<file path="src/hw/rtl/wdwr_pkg.sv">
`default_nettype none

package wdwr_pkg;

    localparam int ENTRIES     = 64;
    localparam int SLOTS       = 8;
    localparam int WEIGHT_BITS = 16;
    localparam int RAND_BITS   = 32;

    localparam int IDX_BITS     = $clog2(ENTRIES);
    localparam int TOTAL_BITS   = WEIGHT_BITS + IDX_BITS;
    localparam int SLOT_BITS    = $clog2(SLOTS);
    localparam int COUNT_BITS   = $clog2(SLOTS + 1);
    localparam int DIV_CNT_BITS = $clog2(RAND_BITS);
    localparam int OP_BITS      = 2;

    localparam logic [OP_BITS-1:0] OP_LOAD  = 2'd0;
    localparam logic [OP_BITS-1:0] OP_START = 2'd1;
    localparam logic [OP_BITS-1:0] OP_DRAW  = 2'd2;

    typedef struct packed {
        logic capture;
        logic load_read;
        logic load_commit;
        logic start_round;
        logic slot_take;
        logic set_status;
        logic div_init;
        logic div_step;
        logic walk_init;
        logic walk_step;
        logic res_load;
    } wdwr_cmd_t;

    typedef struct packed {
        logic [OP_BITS-1:0] op;
        logic               round_full;
        logic               remain_zero;
        logic               div_last;
        logic               walk_hit;
        logic               walk_last;
        logic               out_busy;
    } wdwr_stat_t;

endpackage

`default_nettype wire

</file>
<file path="src/hw/rtl/wdwr_ctrl.sv">
`default_nettype none

module wdwr_ctrl
    import wdwr_pkg::*;
(
    input  wire logic       clk,
    input  wire logic       rst_n,
    input  wire logic       in_valid,
    output logic            in_ready,
    input  wire wdwr_stat_t stat,
    output wdwr_cmd_t       cmd
);

    localparam logic [2:0] S_IDLE     = 3'd0;
    localparam logic [2:0] S_DISPATCH = 3'd1;
    localparam logic [2:0] S_LOAD     = 3'd2;
    localparam logic [2:0] S_DIV      = 3'd3;
    localparam logic [2:0] S_WALK     = 3'd4;
    localparam logic [2:0] S_FINISH   = 3'd5;

    logic [2:0] state_reg;
    logic [2:0] state_next;

    always_comb
    begin
        state_next = state_reg;
        cmd        = '0;
        in_ready   = (state_reg == S_IDLE);
        case (state_reg)
            S_IDLE:
            begin
                if (in_valid)
                begin
                    cmd.capture = 1'b1;
                    state_next  = S_DISPATCH;
                end
            end
            S_DISPATCH:
            begin
                case (stat.op)
                    OP_LOAD:
                    begin
                        cmd.load_read = 1'b1;
                        state_next    = S_LOAD;
                    end
                    OP_START:
                    begin
                        cmd.start_round = 1'b1;
                        state_next      = S_FINISH;
                    end
                    OP_DRAW:
                    begin
                        if (stat.round_full)
                        begin
                            cmd.set_status = 1'b1;
                            state_next     = S_FINISH;
                        end
                        else
                        begin
                            cmd.slot_take = 1'b1;
                            if (stat.remain_zero)
                            begin
                                state_next = S_FINISH;
                            end
                            else
                            begin
                                cmd.div_init = 1'b1;
                                state_next   = S_DIV;
                            end
                        end
                    end
                    default:
                    begin
                        state_next = S_FINISH;
                    end
                endcase
            end
            S_LOAD:
            begin
                cmd.load_commit = 1'b1;
                state_next      = S_FINISH;
            end
            S_DIV:
            begin
                cmd.div_step = 1'b1;
                if (stat.div_last)
                begin
                    cmd.walk_init = 1'b1;
                    state_next    = S_WALK;
                end
            end
            S_WALK:
            begin
                cmd.walk_step = 1'b1;
                if (stat.walk_hit || stat.walk_last)
                begin
                    state_next = S_FINISH;
                end
            end
            S_FINISH:
            begin
                if (!stat.out_busy)
                begin
                    cmd.res_load = 1'b1;
                    state_next   = S_IDLE;
                end
            end
            default:
            begin
                state_next = S_IDLE;
            end
        endcase
    end

    always_ff @(posedge clk or negedge rst_n)
    begin
        if (!rst_n)
        begin
            state_reg <= S_IDLE;
        end
        else
        begin
            state_reg <= state_next;
        end
    end

endmodule

`default_nettype wire

</file>
<file path="config.mk">
export PLATFORM = sky130hd
export DESIGN_NAME = wdwr_ctrl
export DESIGN_NICKNAME = d
export VERILOG_FILES = /design/src/hw/rtl/wdwr_pkg.sv /design/src/hw/rtl/wdwr_ctrl.sv
export SDC_FILE = /design/constraint.sdc
export NUM_CORES = 1
export LEC_CHECK = 0
export CORE_AREA = 5 5 42 44
export CTS_BUF_LIST = sky130_fd_sc_hd__clkbuf_4 sky130_fd_sc_hd__clkbuf_8
export DETAILED_ROUTE_END_ITERATION = 10
export DIE_AREA = 0 0 47 49
export DONT_BUFFER_PORTS = 1
export SYNTH_ARGS = -nofsm -noshare
export SYNTH_HDL_FRONTEND = slang
export SYNTH_SLANG_ARGS = --single-unit
</file>
<file path="constraint.sdc">
create_clock -name clk -period 3.4 [get_ports clk]
set_clock_uncertainty 0.15 [all_clocks]
set_input_delay 1.02 -clock clk [delete_from_list [all_inputs] [get_ports clk]]
set_output_delay 1.02 -clock clk [all_outputs]
set_load 0.03 [all_outputs]
</file>
==> results.md <==
- Clock-pin slew on the worst setup and hold paths: 0.04 ns
- Initial Utilization: 0.231
- Status: complete, no violations
- Pwr Density: 889 mW/mm^2
- Worst hold path type: primary input to asynchronous set/reset pin
- Clk_lat worst skew: 0.23 ns
- # H-tree levels: 1
- Synth top area cells: dfrtp_1, or3b_4, and2_1
- Via count: 318
- Chip height: 49 um
- Worst Path Class, Setup: flop to output pin
- Critical-path top delay cell: dfrtp_1
- Largest net degree at the start of global routing: 13
- RSZ-0062 raised after global routing: false
- Drt first-iter violations: 6
- Fin crit share: 0.922
- Final setup fails: 0
- Top Ports: 23
- M3 GR Usage: 0.0406
- Dominant cell type by area after synthesis: dfrtp_1
- Leakage: 0.000186 uW
- CP Max Fanout: 10
- Layout area overhead: 30.5%
- Worst setup EP type: output pin
- Maximum vdd drop: 281 uV
- Synthesized net count: 51
- Max reg flops: 3
- Antenna violations before repair: 0
- Post-CTS Hold Buffers: 0
- Total of max-cap violations: 0
- Final Net Count: 62
- Post-route antenna net violation count: 0
- Row Count: 14
- Die Width: 47 um
- Clock buffer depth: 2
- Synthesis warning total: 0
- Slowest stage delay, CP: 0.46 ns
- Synth Register Bits: 3
- Dpl hpwl: 671 um
- CP Cell Sequence: or3b_4, or3b_4, nor3_2
- Final Hold Fails: 0
- Die area: 0.00230 mm^2
- Gr ovfl total: 0
- Min Hold Slack: 0.338 ns
- First-pass GRT wire length: 1440 um
- IO buf count: 0
- Clock sink total: 3
- GPL Wtd Cong: 0.651
- WL per Instance: 12.0 um
- Via density: 4.82
- Total GRT Usage: 0.0855
- Startpoint Class: flop
- Clock Tree Root: clkbuf_4
- Cts repair resizes: 0
- Max Freq: 319 MHz
- Core Area: 0.00140 mm^2
- CTS tree: yes
- Final cell count without fillers: 66
- CP most frequent cell: or3b_4
- DRC Markers: 0
- Commonest non-fill, non-tap cells in the layout: buf_4, clkbuf_4
- Post CTS Setup Buffer Count: 0
- Total negative slack: 0 ns
- Layout cell share with drive strength beyond 1: 0.340
- Mapped Area: 324 um^2
- Count of mapped cells out of synthesis: 40
- N_diodes: 0
- WL final: 794 um
- Design Area, Final: 423 um^2
- Cells after DPL: 62
- Num CTS Buffers: 3
- Met1 global-route usage: 0.102
- Max Transition Viols Final: 0
- Area post-placement: 393 um^2
- CP arrival: 1.97 ns
- Vias in the first global route: 338
- CP required: 2.23 ns
- DRT Pass-1 Iters: 2
- Register area share after synthesis: 0.232
- Relative slew slack: 0.648
- Yosys cell types: 25
- Least-Margin Pin Slew: 0.525 ns
- Commonest non-fill, non-tap cell in the layout: buf_4
- Synth top area share: 0.232
- Synthesized area per cell: 8.10 um^2
- Met2 usage: 0.124
- Gr busiest metal: met2
- Tmin final: 3.14 ns
worst paths after layout:
check,startpoint,endpoint,slack (ns),cells past startpoint
max reg2reg,state_reg[0],state_reg[0],1.93,4
max,state_reg[2],cmd[4],0.26,3
max in group asynchronous,rst_n,state_reg[0],2.69,0
min reg2reg,state_reg[2],state_reg[0],0.59,2
min in group clk,state_reg[2],state_reg[0],0.59,2
min,rst_n,state_reg[1],0.34,0
metrics by stage:
stage | total power, uW | setup slack (ns) | util
after detailed placement | 310 | 0.417 | 0.280
after global placement | 307 | 0.418 | 0.280
after floorplan | 262 | 0.421 | -
after CTS | 382 | 0.249 | 0.302
final | 376 | 0.265 | 0.302
after global routing | 416 | 0.174 | 0.302
per-layer routing:
metal,part of all wire,wire [um]
met1,0.45,358
met2,0.47,377
met3,0.074,59
met4,0,0
met5,0,0
where the power goes:
part	switching, uW	leakage [uW]	internal [uW]
clock	16.8	0.0000184	51.8
combinational	137	0.000131	101
sequential	18.3	0.0000365	51.6
synthesized netlist by cell type (all sizes together):
master	number
or3b	2
nor3	4
o21ai	1
nor2b	3
o211ai	1
clkbuf	2
buf	1
dfrtp	3
a21oi	2
o21bai	1
nor3b	2
and3	1
a22o	1
a21o	1
nand2b	1
and2	3
a31oi	1
o21a	2
a311oi	1
and2b	1
nor2	3
nor4	1
inv	1
and4bb	1
layout make-up:
| class | count | area, um^2 |
|---|---|---|
| Inverter | 1 | 3.75 |
| Sequential cell | 3 | 75.1 |
| Fill cell | 158 | 978 |
| Multi-Input combinational cell | 33 | 226 |
| Tap cell | 16 | 20.0 |
| Clock buffer | 4 | 30.0 |
| Timing Repair Buffer | 9 | 67.6 |
worst max-delay path, delay by kind of cell (launching register included):
family | cells | cell delay (ns)
simple gates | 3 | 1.28
flops | 1 | 0.46
kinds of logic (layout without fill, tap and decap cells):
kind of cell | count (synthesis) | in the layout | synth area share
AO/OA/AOI/OAI | 11 | 11 | 0.236
buffers and inverters | 4 | 14 | 0.0695
AND/OR/NAND/NOR | 22 | 22 | 0.463
flip-flops | 3 | 3 | 0.232
(Power assumes the default switching activity.)
