<file path="src/hw/rtl/wdwr_pkg.sv">
`default_nettype none

package wdwr_pkg;

    localparam int ENTRIES     = 64;
    localparam int SLOTS       = 8;
    localparam int WEIGHT_BITS = 16;
    localparam int RAND_BITS   = 32;

    localparam int IDX_BITS     = $clog2(ENTRIES);
    localparam int TOTAL_BITS   = WEIGHT_BITS + IDX_BITS;
    localparam int SLOT_BITS    = $clog2(SLOTS);
    localparam int COUNT_BITS   = $clog2(SLOTS + 1);
    localparam int DIV_CNT_BITS = $clog2(RAND_BITS);
    localparam int OP_BITS      = 2;

    localparam logic [OP_BITS-1:0] OP_LOAD  = 2'd0;
    localparam logic [OP_BITS-1:0] OP_START = 2'd1;
    localparam logic [OP_BITS-1:0] OP_DRAW  = 2'd2;

    typedef struct packed {
        logic capture;
        logic load_read;
        logic load_commit;
        logic start_round;
        logic slot_take;
        logic set_status;
        logic div_init;
        logic div_step;
        logic walk_init;
        logic walk_step;
        logic res_load;
    } wdwr_cmd_t;

    typedef struct packed {
        logic [OP_BITS-1:0] op;
        logic               round_full;
        logic               remain_zero;
        logic               div_last;
        logic               walk_hit;
        logic               walk_last;
        logic               out_busy;
    } wdwr_stat_t;

endpackage

`default_nettype wire

</file>
<file path="src/hw/rtl/wdwr_ram.sv">
`default_nettype none

module wdwr_ram #(
    parameter int WIDTH = 16,
    parameter int DEPTH = 64
) (
    input  wire logic                     clk,
    input  wire logic                     we,
    input  wire logic [$clog2(DEPTH)-1:0] waddr,
    input  wire logic [WIDTH-1:0]         wdata,
    input  wire logic                     re,
    input  wire logic [$clog2(DEPTH)-1:0] raddr,
    output logic      [WIDTH-1:0]         rdata
);

    logic [WIDTH-1:0] mem [DEPTH];
    logic [WIDTH-1:0] rdata_reg;

    always_ff @(posedge clk)
    begin
        if (we)
        begin
            mem[waddr] <= wdata;
        end
        if (re)
        begin
            rdata_reg <= mem[raddr];
        end
    end

    assign rdata = rdata_reg;

endmodule

`default_nettype wire

</file>
<file path="src/hw/rtl/wdwr_dp.sv">
`default_nettype none

module wdwr_dp
    import wdwr_pkg::*;
(
    input  wire logic                   clk,
    input  wire logic                   rst_n,
    input  wire wdwr_cmd_t              cmd,
    output wdwr_stat_t                  stat,
    input  wire logic [OP_BITS-1:0]     in_operation,
    input  wire logic [IDX_BITS-1:0]    in_entry_index,
    input  wire logic [WEIGHT_BITS-1:0] in_entry_weight,
    input  wire logic [RAND_BITS-1:0]   in_random_word,
    input  wire logic                   cfg_we,
    input  wire logic [IDX_BITS-1:0]    cfg_data,
    output logic                        out_valid,
    input  wire logic                   out_ready,
    output logic [SLOT_BITS-1:0]        out_slot_index,
    output logic [IDX_BITS-1:0]         out_picked_entry,
    output logic                        out_found,
    output logic                        out_round_full,
    output logic                        out_status
);

    // control state
    logic [IDX_BITS-1:0]   last_reg,      last_next;
    logic [TOTAL_BITS-1:0] total_reg,     total_next;
    logic [TOTAL_BITS-1:0] remain_reg,    remain_next;
    logic [COUNT_BITS-1:0] slot_cnt_reg,  slot_cnt_next;
    logic [ENTRIES-1:0]    vld_reg,       vld_next;
    logic [ENTRIES-1:0]    picked_reg,    picked_next;
    logic                  out_valid_reg, out_valid_next;

    // payload
    logic [OP_BITS-1:0]      op_reg,       op_next;
    logic [IDX_BITS-1:0]     idx_reg,      idx_next;
    logic [WEIGHT_BITS-1:0]  wt_reg,       wt_next;
    logic [RAND_BITS-1:0]    div_word_reg, div_word_next;
    logic [TOTAL_BITS-1:0]   div_rem_reg,  div_rem_next;
    logic [DIV_CNT_BITS-1:0] div_cnt_reg,  div_cnt_next;
    logic [IDX_BITS-1:0]     chk_reg,      chk_next;
    logic [SLOT_BITS-1:0]    res_slot_reg,   res_slot_next;
    logic [IDX_BITS-1:0]     res_entry_reg,  res_entry_next;
    logic                    res_found_reg,  res_found_next;
    logic                    res_full_reg,   res_full_next;
    logic                    res_status_reg, res_status_next;
    logic [SLOT_BITS-1:0]    o_slot_reg,     o_slot_next;
    logic [IDX_BITS-1:0]     o_entry_reg,    o_entry_next;
    logic                    o_found_reg,    o_found_next;
    logic                    o_full_reg,     o_full_next;
    logic                    o_status_reg,   o_status_next;

    logic                    ram_we;
    logic                    ram_re;
    logic [IDX_BITS-1:0]     ram_raddr;
    logic [WEIGHT_BITS-1:0]  ram_rdata;

    logic [TOTAL_BITS:0]     div_shift;
    logic [TOTAL_BITS:0]     div_diff;
    logic                    div_ge;
    logic [WEIGHT_BITS-1:0]  old_wt;
    logic [WEIGHT_BITS-1:0]  walk_wt;
    logic [TOTAL_BITS-1:0]   walk_wt_ext;
    logic [TOTAL_BITS-1:0]   load_total;
    logic                    walk_hit;
    logic [COUNT_BITS-1:0]   slot_cnt_inc;

    wdwr_ram #(
        .WIDTH (WEIGHT_BITS),
        .DEPTH (ENTRIES)
    ) u_ram (
        .clk   (clk),
        .we    (ram_we),
        .waddr (idx_reg),
        .wdata (wt_reg),
        .re    (ram_re),
        .raddr (ram_raddr),
        .rdata (ram_rdata)
    );

    assign ram_we = cmd.load_commit;
    assign ram_re = cmd.load_read || cmd.walk_init || cmd.walk_step;

    always_comb
    begin
        if (cmd.load_read)
        begin
            ram_raddr = idx_reg;
        end
        else if (cmd.walk_init)
        begin
            ram_raddr = '0;
        end
        else
        begin
            ram_raddr = chk_reg + IDX_BITS'(1);
        end
    end

    assign div_shift   = {div_rem_reg, div_word_reg[RAND_BITS-1]};
    assign div_diff    = div_shift - {1'b0, remain_reg};
    assign div_ge      = (div_shift >= {1'b0, remain_reg});
    assign old_wt      = vld_reg[idx_reg] ? ram_rdata : '0;
    assign walk_wt     = vld_reg[chk_reg] ? ram_rdata : '0;
    assign walk_wt_ext = {{IDX_BITS{1'b0}}, walk_wt};
    assign load_total  = total_reg - {{IDX_BITS{1'b0}}, old_wt}
                       + {{IDX_BITS{1'b0}}, wt_reg};
    assign walk_hit    = !picked_reg[chk_reg] && (div_rem_reg < walk_wt_ext);
    assign slot_cnt_inc = slot_cnt_reg + COUNT_BITS'(1);

    always_comb
    begin
        stat.op          = op_reg;
        stat.round_full  = (slot_cnt_reg >= COUNT_BITS'(SLOTS));
        stat.remain_zero = (remain_reg == '0);
        stat.div_last    = (div_cnt_reg == {DIV_CNT_BITS{1'b1}});
        stat.walk_hit    = walk_hit;
        stat.walk_last   = (chk_reg == last_reg);
        stat.out_busy    = out_valid_reg && !out_ready;
    end

    always_comb
    begin
        last_next       = last_reg;
        total_next      = total_reg;
        remain_next     = remain_reg;
        slot_cnt_next   = slot_cnt_reg;
        vld_next        = vld_reg;
        picked_next     = picked_reg;
        out_valid_next  = out_valid_reg;
        op_next         = op_reg;
        idx_next        = idx_reg;
        wt_next         = wt_reg;
        div_word_next   = div_word_reg;
        div_rem_next    = div_rem_reg;
        div_cnt_next    = div_cnt_reg;
        chk_next        = chk_reg;
        res_slot_next   = res_slot_reg;
        res_entry_next  = res_entry_reg;
        res_found_next  = res_found_reg;
        res_full_next   = res_full_reg;
        res_status_next = res_status_reg;
        o_slot_next     = o_slot_reg;
        o_entry_next    = o_entry_reg;
        o_found_next    = o_found_reg;
        o_full_next     = o_full_reg;
        o_status_next   = o_status_reg;

        if (cfg_we)
        begin
            last_next = cfg_data;
        end

        if (cmd.capture)
        begin
            op_next         = in_operation;
            idx_next        = in_entry_index;
            wt_next         = in_entry_weight;
            div_word_next   = in_random_word;
            res_slot_next   = '0;
            res_entry_next  = '0;
            res_found_next  = 1'b0;
            res_full_next   = 1'b0;
            res_status_next = 1'b0;
        end

        if (cmd.load_commit)
        begin
            total_next       = load_total;
            vld_next[idx_reg] = 1'b1;
            if (remain_reg > load_total)
            begin
                remain_next = load_total;
            end
        end

        if (cmd.start_round)
        begin
            picked_next   = '0;
            remain_next   = total_reg;
            slot_cnt_next = '0;
        end

        if (cmd.set_status)
        begin
            res_status_next = 1'b1;
        end

        if (cmd.slot_take)
        begin
            res_slot_next = slot_cnt_reg[SLOT_BITS-1:0];
            slot_cnt_next = slot_cnt_inc;
            res_full_next = (slot_cnt_inc == COUNT_BITS'(SLOTS));
        end

        if (cmd.div_init)
        begin
            div_rem_next = '0;
            div_cnt_next = '0;
        end

        if (cmd.div_step)
        begin
            div_rem_next  = div_ge ? div_diff[TOTAL_BITS-1:0]
                                   : div_shift[TOTAL_BITS-1:0];
            div_word_next = {div_word_reg[RAND_BITS-2:0], 1'b0};
            div_cnt_next  = div_cnt_reg + DIV_CNT_BITS'(1);
        end

        if (cmd.walk_init)
        begin
            chk_next = '0;
        end

        if (cmd.walk_step)
        begin
            chk_next = chk_reg + IDX_BITS'(1);
            if (walk_hit)
            begin
                picked_next[chk_reg] = 1'b1;
                res_found_next       = 1'b1;
                res_entry_next       = chk_reg;
                remain_next = (remain_reg >= walk_wt_ext) ? remain_reg - walk_wt_ext : '0;
            end
            else if (!picked_reg[chk_reg])
            begin
                div_rem_next = div_rem_reg - walk_wt_ext;
            end
        end

        // drop the delivered item, then load the new one
        if (out_valid_reg && out_ready)
        begin
            out_valid_next = 1'b0;
        end
        if (cmd.res_load)
        begin
            out_valid_next = 1'b1;
            o_slot_next    = res_slot_reg;
            o_entry_next   = res_entry_reg;
            o_found_next   = res_found_reg;
            o_full_next    = res_full_reg;
            o_status_next  = res_status_reg;
        end
    end

    always_ff @(posedge clk or negedge rst_n)
    begin
        if (!rst_n)
        begin
            last_reg      <= '0;
            total_reg     <= '0;
            remain_reg    <= '0;
            slot_cnt_reg  <= '0;
            vld_reg       <= '0;
            picked_reg    <= '0;
            out_valid_reg <= 1'b0;
        end
        else
        begin
            last_reg      <= last_next;
            total_reg     <= total_next;
            remain_reg    <= remain_next;
            slot_cnt_reg  <= slot_cnt_next;
            vld_reg       <= vld_next;
            picked_reg    <= picked_next;
            out_valid_reg <= out_valid_next;
        end
    end

    always_ff @(posedge clk)
    begin
        op_reg         <= op_next;
        idx_reg        <= idx_next;
        wt_reg         <= wt_next;
        div_word_reg   <= div_word_next;
        div_rem_reg    <= div_rem_next;
        div_cnt_reg    <= div_cnt_next;
        chk_reg        <= chk_next;
        res_slot_reg   <= res_slot_next;
        res_entry_reg  <= res_entry_next;
        res_found_reg  <= res_found_next;
        res_full_reg   <= res_full_next;
        res_status_reg <= res_status_next;
        o_slot_reg     <= o_slot_next;
        o_entry_reg    <= o_entry_next;
        o_found_reg    <= o_found_next;
        o_full_reg     <= o_full_next;
        o_status_reg   <= o_status_next;
    end

    assign out_valid        = out_valid_reg;
    assign out_slot_index   = o_slot_reg;
    assign out_picked_entry = o_entry_reg;
    assign out_found        = o_found_reg;
    assign out_round_full   = o_full_reg;
    assign out_status       = o_status_reg;

endmodule

`default_nettype wire

</file>
<file path="config.mk">
export PLATFORM = sky130hd
export DESIGN_NAME = wdwr_dp
export DESIGN_NICKNAME = d
export VERILOG_FILES = /design/src/hw/rtl/wdwr_pkg.sv /design/src/hw/rtl/wdwr_ram.sv /design/src/hw/rtl/wdwr_dp.sv
export SDC_FILE = /design/constraint.sdc
export NUM_CORES = 2
export LEC_CHECK = 0
export ABC_CLOCK_PERIOD_IN_PS = 7100
export BUFFER_PORTS_ARGS = -buffer_cell sky130_fd_sc_hd__buf_2
export CAP_MARGIN = 10
export CORE_MARGIN = 2
export CORE_UTILIZATION = 57
export DETAILED_ROUTE_END_ITERATION = 8
export GPL_TIMING_DRIVEN = 0
export PLACE_DENSITY = 0.76
export SLEW_MARGIN = 20
export SYNTH_ARGS = -nofsm -noshare
export SYNTH_HDL_FRONTEND = slang
export SYNTH_HIERARCHICAL = 1
export SYNTH_SLANG_ARGS = --single-unit
</file>
<file path="constraint.sdc">
create_clock -name clk -period 7.1 [get_ports clk]
set_input_delay 1.42 -clock clk [delete_from_list [all_inputs] [get_ports clk]]
set_output_delay 1.42 -clock clk [all_outputs]
set_load 0.01 [all_outputs]
</file>
==> qor.txt <==
status - finished with violations
failing checks - setup timing
DRC - 0
1st-pass router iterations - 8
final worst slack - -0.03129 ns
Clock Path Buffers - 3
FP Rows - 118
vias in the first global route - 36780
Most used DFF post-synth - edfxtp_1
area of the mapped netlist - 59270 µm²
CTS tree - yes
first-pass GRT wire length - 240900 µm
syn_area_per_cell - 15.69 µm²
Synth area leader - edfxtp_1
Starting DRT DRC Count - 4485
GP Congestion - 0.9685
Seq/Total Area, Yosys - 65.62%
dpl ws - -1.577 ns
Setup Skew - 0.03985 ns
dpl cell area - 63280 µm²
post-route ant nets - 0
Vias/cell - 6.582
H-tree depth - 4
Finished Cell Area - 68490 µm²
initial core utilization - 57.35%
Worst Setup End Kind - flip-flop
final net count - 4347
total gr overflow - 0
RSZ-0062 raised after global routing - true
DPL Wire Length - 112400 µm
startpoint type of the worst setup path - flip-flop
Antenna Cells - 0
Hold Path Class - flip-flop to flip-flop
Worst-Skew Late Latency - 0.78 ns
number of flip-flops in the largest register - 1024
met3 Usage GRT - 6.831%
Leak - 24.32 nW
crit path max fanout - 7
EDFF count, synth - 1122
synth top area cells - edfxtp_1 (57%), mux4_2 (8.9%), dfrtp_1 (7.7%)
GRT met1 Usage - 40.91%
pin count of the biggest net entering global routing - 101
slowest cell delay on critical path - 0.63 ns
Worst path slowest cell - or4_4
register clock-pin slew on the reported worst setup and hold paths - 0.06 ns
critical path class - flip-flop to flip-flop
Routed Wire Length - 162900 µm
full die area - 106600 µm²
root buffer cell - clkbuf_16
CTS Buf Count - 137
YS warnings - 6
post-synth net total - 3976
clock sink count - 1336
slew of the pin with the lowest slew margin - 1.024 ns
I/O Pins - 98
most common cell after layout, fill and taps aside - edfxtp_1
Slew Limit Headroom - 29.96%
Worst EP required - 7.76 ns
share of layout cells above drive strength 1 - 23.78%
initial antenna violation count - 2
distinct cell type count of the synthesized netlist - 93
average wire per standard cell - 28.95 µm
Port-buffer cells - 95
final setup vio count - 4
most frequent cells in the layout - edfxtp_1 (1122), mux4_2 (235), nand2_1 (201), dfrtp_1 (183), buf_2 (147)
Slew Limit Fails - 0
share of the synthesized area in the top cell type - 56.85%
GRT busiest layer - met2
period utilization - 100.4%
Die Wd - 326.5 µm
ys async rst share - 13.70%
Hold Buf Count CTS - 0
Layout area overhead - 15.55%
die height - 326.5 µm
max frequency - 140.2 MHz
Tmin final - 7.131 ns
met2 usage - 48.33%
Fin. Hold Viols - 0
post-synthesis instance total - 3777
GR Util All Layers - 30.71%
Vias - 37040
Max Cap Violations - 0
power density over the cells - 370.5 nW/µm²
register bit count reported by yosys - 1336
Arr. time, crit path - 7.79 ns
VDD IR max - 0.5828 mV
total core area - 103300 µm²
layer usage:
layer / up-vias / routed length (µm)
met5: - / 14
met2: 2189 / 77100
met4: 2 / 8835
li1: 15650 / -
met3: 478 / 15690
met1: 18720 / 61310
path summary, 6_finish.rpt:
path,end,from,cells past startpoint,slack [ns]
setup / recovery,remain_reg[8]$_DFF_PN0_,idx_reg[2]$_DFFE_PP_,29,-0.03
hold reg to reg,out_round_full$_DFFE_PP_,res_full_reg$_SDFFCE_PN0P_,0,0.42
min in group asynchronous,picked_reg[1]$_DFF_PN0_,rst_n,1,0.66
hold / removal,out_round_full$_DFFE_PP_,res_full_reg$_SDFFCE_PN0P_,0,0.42
setup reg to reg,remain_reg[8]$_DFF_PN0_,idx_reg[2]$_DFFE_PP_,29,-0.03
max in group asynchronous,vld_reg[42]$_DFFE_PN0P_,rst_n,2,5.52
kinds of logic (layout without fill, tap and decap cells):
logic type               after synthesis  count (layout)  synth area share (%)
multiplexers                         432             432                 12.50
buffers and inverters                351             822                 2.932
XOR/XNOR                              69              69                 1.020
adder cells (fa/ha/maj)              122             122                 2.816
flip-flops                          1336            1336                 65.62
AND/OR/NAND/NOR                      716             716                 6.000
AO/OA/AOI/OAI                        751             751                 9.111
cell usage after synthesis, drive strengths merged, types with 38 or more instances:
master   count
edfxtp    1122
mux4       239
nand2      203
dfrtp      183
nor2       178
inv        142
mux2i      133
buf        126
o21ai      112
a21oi      111
ha         103
clkbuf      82
o2bb2ai     74
a21o        70
nand3       68
mux2        60
a22oi       52
nor2b       51
a22o        43
xnor2       42
a221oi      38
power breakdown:
group / switching, W / internal (W)
clock network: 0.00311 / 0.00394
registers: 0.000440 / 0.00898
logic: 0.00508 / 0.00383
critical path, delay by kind of cell (launching register included):
family                     cells  cell delay (ns)
and+or+nand+nor                7             1.97
buffers and inverters          5             0.55
muxes                          2             0.44
adders and majority gates      3             1.12
DFF                            1             0.48
AOI/OAI and AO/OA             12             2.43
stage by stage:
step	power (W)	cells	utilization (%)	setup TNS [ns]	hold WS (ns)
final	0.02538	5628	66.27	-0.07903	0.4210
after global routing	0.02656	5628	66.27	-3.550	0.4261
after CTS	0.02471	5620	65.96	-0.5878	0.4230
after detailed placement	0.01709	5362	61.23	-31.24	0.4056
after global placement	0.01689	5252	59.48	-29.65	0.4027
after floorplan	0.01497	3777	-	0	0.4003
layout make-up:
type	instances	area, µm²
flip-flops and latches	1336	38890
fillers	6928	34860
multi-input cells	2090	19230
clock buffers	167	3581
repair buffers	238	2411
well taps	1380	1727
plain buffers	202	1274
clock inverters	72	832.0
inverters	143	536.8
what timing repair did:
item                                    4_1_cts  5_1_grt
resized for setup                            85       55
cloned                                        1        0
setup buffers                                20       12
endpoints found under the setup margin       23       23
endpoints found under the hold margin         0        0
pin swaps                                    26       36
Power figures use the tool's default switching activity.
